## src/design/ntc_div.sv

```systemverilog
// Restoring divider, one quotient bit per register stage.
// The caller guarantees num < den * 2^Q_W.
module ntc_div #(
  parameter int NUM_W  = 45,
  parameter int DEN_W  = 25,
  parameter int Q_W    = 20,
  parameter int SIDE_W = 2
) (
  input  logic              clk,
  input  logic              rst,
  input  logic              in_valid,
  input  logic [NUM_W-1:0]  num,
  input  logic [DEN_W-1:0]  den,
  input  logic [SIDE_W-1:0] in_side,
  output logic              out_valid,
  output logic [Q_W-1:0]    quot,
  output logic [SIDE_W-1:0] out_side
);

  localparam int EXT_W = NUM_W + Q_W;

  logic              vld  [Q_W+1];
  logic [NUM_W-1:0]  rem  [Q_W+1];
  logic [DEN_W-1:0]  dreg [Q_W+1];
  logic [Q_W-1:0]    q    [Q_W+1];
  logic [SIDE_W-1:0] side [Q_W+1];

  assign vld[0]  = in_valid;
  assign rem[0]  = num;
  assign dreg[0] = den;
  assign q[0]    = '0;
  assign side[0] = in_side;

  for (genvar s = 0; s < Q_W; s++) begin : g_stage
    localparam int B = Q_W - 1 - s;
    logic [EXT_W-1:0] dsh;
    logic [EXT_W-1:0] rext;
    logic             ge;
    assign dsh  = EXT_W'(dreg[s]) << B;
    assign rext = EXT_W'(rem[s]);
    assign ge   = rext >= dsh;

    always_ff @(posedge clk) begin
      if (rst) begin
        vld[s+1] <= 1'b0;
      end else begin
        vld[s+1] <= vld[s];
      end
      rem[s+1]  <= ge ? NUM_W'(rext - dsh) : rem[s];
      dreg[s+1] <= dreg[s];
      q[s+1]    <= {q[s][Q_W-2:0], ge};
      side[s+1] <= side[s];
    end
  end

  assign out_valid = vld[Q_W];
  assign quot      = q[Q_W];
  assign out_side  = side[Q_W];

endmodule

```

## config.mk

```make
export PLATFORM = sky130hd
export DESIGN_NAME = ntc_div
export DESIGN_NICKNAME = d
export VERILOG_FILES = /design/src/design/ntc_div.sv
export SDC_FILE = /design/constraint.sdc
export NUM_CORES = 2
export LEC_CHECK = 0
export BUFFER_PORTS_ARGS = -buffer_cell sky130_fd_sc_hd__buf_4
export CORE_UTILIZATION = 63
export DETAILED_ROUTE_END_ITERATION = 8
export PLACE_DENSITY_LB_ADDON = 0.1
export SLEW_MARGIN = 25
export SYNTH_ARGS = -nofsm -noshare
export SYNTH_HDL_FRONTEND = slang
export SYNTH_SLANG_ARGS = --single-unit
```

## constraint.sdc

```tcl
create_clock -name clk -period 5.3 [get_ports clk]
set_clock_uncertainty 0.2 [all_clocks]
set_input_delay 1.06 -clock clk [delete_from_list [all_inputs] [get_ports clk]]
set_output_delay 1.06 -clock clk [all_outputs]
set_load 0.02 [all_outputs]
```

* Word level (Yosys, flattened, before mapping)
Cells that the tools add are included.
W data, S select, Z words.
** Storage, ports and cells
- Bits in registers :: 1600
- Input port bits :: 75
- Output and inout port bits :: 23
- Word-level logic and storage cells :: 156
** Operators by class
- Add/subtract/negate cells :: 19
- Magnitude comparators :: 20
- Mux-type cells :: 19
** Operators by type and width (number)
- $mux W45 :: 19
- $ge A45 B25 Y1 :: 1
- $ge A45 B26 Y1 :: 1
- $ge A45 B27 Y1 :: 1
- $ge A45 B28 Y1 :: 1
- $ge A45 B29 Y1 :: 1
- $ge A45 B30 Y1 :: 1
- $ge A45 B31 Y1 :: 1
- $ge A45 B32 Y1 :: 1
- $ge A45 B33 Y1 :: 1
- $ge A45 B34 Y1 :: 1
- $ge A45 B35 Y1 :: 1
- $ge A45 B36 Y1 :: 1
- $ge A45 B37 Y1 :: 1
- $ge A45 B38 Y1 :: 1
- $ge A45 B39 Y1 :: 1
- $ge A45 B40 Y1 :: 1
- $ge A45 B41 Y1 :: 1
- $ge A45 B42 Y1 :: 1
- $ge A45 B43 Y1 :: 1
- $ge A45 B44 Y1 :: 1
- $sub A45 B26 Y45 :: 1
- $sub A45 B27 Y45 :: 1
- $sub A45 B28 Y45 :: 1
- other kinds (16) :: 16

* Depth between registers and ports, before layout
- Depth after elaboration :: 2
- Depth in mapped cells :: 15
- Depth with buffers taken out :: 14

* Least setup slack after synthesis
Ideal clock, no wire load.
- Path type :: input to register
- From :: input port num[19]
- To :: register rem, in the netlist g_stage[1].rext[27]
- Setup time :: 132 ps
- Data arrival time :: 4042 ps
- Required time :: 4968 ps
- Setup slack :: 926 ps
- Cell stages on the path :: 13
- Buffers on the path :: 2
- Path through :: inv_1 > ha_1 > fa_1 > nand2b_1 > a21oi_1 > o211ai_1 > o211a_1 > o21bai_1 > a21oi_1 > o41ai_1 > clkbuf_1 > buf_1 > a21oi_1
** On the way
- Longest elaborated chain between the ends :: 2
- Elaborated cells between the ends (all ways) :: 3
- Those cells by class :: add/sub (1); order compare (1); mux (1)
** RTL lines
- start, declared :: line 12 : input logic [NUM_W-1:0] num,
- $ge A45 B44 Y1 :: line 41 : assign ge = rext >= dsh;
- net g_stage[0].ge :: line 38 : logic ge;
- $mux W45 :: line 49 : rem[s+1] <= ge ? NUM_W'(rext - dsh) : rem[s];
- end signal, assigned by index :: line 49
- end, declared :: line 23 : logic [NUM_W-1:0] rem [Q_W+1];
The timed path passes the listed nets, and every way through them passes these cells.
A chain may end at the register's enable or synchronous reset.

* Final worst setup path
- From :: register dreg[148] in the netlist's numbering
- To :: register rem, in the netlist g_stage[16].rext[43]
** On the way
- Longest elaborated chain between the ends :: 2
- Elaborated cells between the ends (all ways) :: 3
- Those cells by class :: add/sub (1); order compare (1); mux (1)
** RTL lines
- start, declared :: line 24 : logic [DEN_W-1:0] dreg [Q_W+1];
- start signal, assigned by index :: line 50 : dreg[s+1] <= dreg[s];
- $sub A45 B29 Y45 or $ge A45 B29 Y1 (tied branches) :: line 49, 41
- $mux W45 * :: line 49
Every way passes the cells marked *; elsewhere a longest branch is shown, timed or not.

==> impl_metrics.yaml <==
cells_and_area:
  multi_input_area_um2: 33800
  area_delta_synth_final_pct: 10.5
  fillCellCount: 8301
  drive_above_1_share: 0.0789
  seqCellArea_um2: 32000
  nNetsFinal: 7990
detailed_routing:
  drtIter0Drc: 3981
  drt_wl_total_mm: 177
  firstDrtPassIters: 8
  drtAntennaViolNets: 0
  via_per_inst: 5.84
  drc: 0
  vias: 52100
  wl_per_cell_um: 19.9
placed_design:
  dpl.hpwl_mm: 136
  io_buffers: 97
  gp_congestion: 0.977
  place_ws_ns: 0.809
clocking:
  cts.sinks: 1600
  clock_latency_ns: 0.78
  path_clk_slew_ns: 0.07
  cts_tree: "yes"
  cts_root_buffer: "clkbuf_16"
  htree_levels: 4
  numCtsBuffers: 158
  post_cts.repair.setup_buffers: 0
  cts_buffer_depth: 3
  cts_hold_buf: 0
  ctsResizeCount: 0
logic_synthesis:
  synth_ff_type: "dfxtp_1"
  synth_most_common_cell: "dfxtp_1"
  synth_largest_area_cell: "dfxtp_1"
  yosys-top-cells-count: "dfxtp_1, a21oi_1, inv_1"
  synth_cell_types: 86
  avgSynthCellArea_um2: 9.44
  yosys-top-cells-area: "dfxtp_1, ha_1, a21oi_1"
  syn_nets: 7902
  syn_area_um2: 69000
  synth-seq-cells: 1600
  ys_seq_area_frac: 0.465
  synth_edf_count: 0
  synthCells: 7308
  synth_top_area_frac: 0.465
  ys_warn_count: 0
  synthArstFlopShare: 0
grt:
  grt_start_max_net_pins: 50
  grt_pass1_wl_mm: 277
  antenna_found_initial: 8
  grt-ovfl-total: 0
  grt_pass1_vias: 51100
  grt_usage: 0.316
floorplanning:
  io_pins: 98
  core_region_area_um2: 108000
  core.rowCount: 120
  dieWidth_um: 333
  dieArea_um2: 111000
  die_h_um: 333
  start_util: 0.640
critical_path:
  crit_family: "simple AND/OR/NAND/NOR gates"
  rr_worst_depth: 11
  rrSetupSlack_ns: 0.89
  critPathKind: "register to register"
  cp_slowest_cell: "and2_2"
  reg2reg_to: "g_stage[16].rext[43]$_DFF_P_"
  path_buf_inv: 1
  cp.required_ns: 5.74
  critPathLaunchType: "register"
  crit_chain: "inv_1 -> ha_1 -> nand4_1 -> nor4_1 -> nand3_1 -> o21ai_0 -> nor2_1 -> o21ai_0 -> and2_2 -> or4b_2 -> xnor2_1"
  worst_path_most_repeated_cell: "o21ai_0"
  arrival_ns: 4.86
  cp-end-kind: "register"
  r2r_start: "dreg[148]$_DFF_P_"
  path_max_fanout: 49
  max_stage_delay_ns: 0.78
worst_hold_path:
  min_to: "q[242]$_DFF_P_"
  whs_path_depth: 0
  hold_path_startpoint: "q[261]$_DFF_P_"
  holdCritPathClass: "register to register"
timing:
  slew_violations: 0
  fin_crit_ns: 4.41
  setup_tns_ns: 0
  worst_pin_slew_ns: 1.00
  post-route-period-util: 0.833
  setup_slack_ns: 0.885
  rsz0062_at_grt: "no"
  slew_headroom: 0.321
  fmax_mhz: 227
  setup_violations: 0
  finalHoldViolations: 0
power:
  p_int_w: 0.0311
  clockPowerShare: 0.223
  comb_power_share: 0.418
  p_per_area_nw_per_um2: 659
  leakage_nw: 34.1
  switchingPower_w: 0.0191
  swShare: 0.380
  p_seq_frac: 0.359
  ir_drop_v: 0.000438
job:
  drv_cap: 0
status:
  status: "completed"
power groups by stage:
stage | Sequential [W] | Clock (W) | Combinational [W]
2_1_floorplan | 0.0169 | 0 | 0.0162
3_3_place_gp | 0.0181 | 0 | 0.0201
3_5_place_dp | 0.0181 | 0 | 0.0203
4_1_cts | 0.0179 | 0.0114 | 0.0207
5_1_grt | 0.0182 | 0.0119 | 0.0232
6_report | 0.0180 | 0.0112 | 0.0210
sequential cells by signal (all words and copies together) (netlist names):
name	count
dreg	475
g_stage.rext	855
out_side	2
out_valid	1
q	190
quot	20
side	38
vld	19
logic make-up (layout without fill, tap and decap cells):
logic type,after synthesis,count (layout),share of synthesized area
AOI/OAI and AO/OA,1783,1783,0.162
xor gates and xnor gates,570,570,0.0724
adders and majority gates,519,519,0.0962
buffers and inverters,827,1034,0.0463
DFF,1600,1600,0.465
muxes,142,142,0.0231
other,0,5,0
and+or+nand+nor,1867,1867,0.135
worst max-delay path by stage:
stage	startpoint	endpoint	slack, ns	cells after the start
floorplan	num[19]	g_stage[1].rext[27]$_DFF_P_	0.93	13
global placement	dreg[148]$_DFF_P_	g_stage[16].rext[43]$_DFF_P_	0.80	11
detailed placement	dreg[148]$_DFF_P_	g_stage[16].rext[43]$_DFF_P_	0.81	11
CTS	dreg[148]$_DFF_P_	g_stage[16].rext[43]$_DFF_P_	0.78	11
global route	dreg[149]$_DFF_P_	g_stage[16].rext[43]$_DFF_P_	0.50	11
finish	dreg[148]$_DFF_P_	g_stage[16].rext[43]$_DFF_P_	0.89	11
cell type report:
type | instances | share of cell area
clock inverter | 66 | 0.0100
timing repair buffer | 128 | 0.0126
multi-input combinational | 4881 | 0.444
antenna | 5 | 0.000164
sequential | 1600 | 0.420
tap | 1403 | 0.0230
inverter | 627 | 0.0309
clock buffer | 213 | 0.0595
layout by cell type (no fill, tap or decap), types with 236 or more instances in the layout:
cell and count:
dfxtp_1 1600, a21oi_1 663, inv_1 623, nor2_1 525, ha_1 500, nand2_1 416
o21ai_0 327, xnor2_1 324, xor2_1 246, a21o_1 236
metrics by stage:
step	utilization	cell area (um2)	hold WS, ns	power, W	cells
6_report	0.707	76200	0.119	0.0502	8923
5_1_grt	0.707	76200	0.123	0.0533	8919
4_1_cts	0.707	76200	0.122	0.0500	8918
3_5_place_dp	0.658	70900	0.112	0.0385	8639
3_3_place_gp	0.658	70900	0.109	0.0382	8639
2_1_floorplan	-	69000	0.110	0.0331	7308
routing by layer:
layer | up-vias | global-route usage | part of all wire
li1 | 25700 | - | -
met1 | 24300 | 0.407 | 0.44
met2 | 1712 | 0.523 | 0.46
met3 | 423 | 0.0446 | 0.059
met4 | 6 | 0.146 | 0.045
met5 | - | 0 | 0.00023
Note: power is estimated with default switching activity, not from simulation.
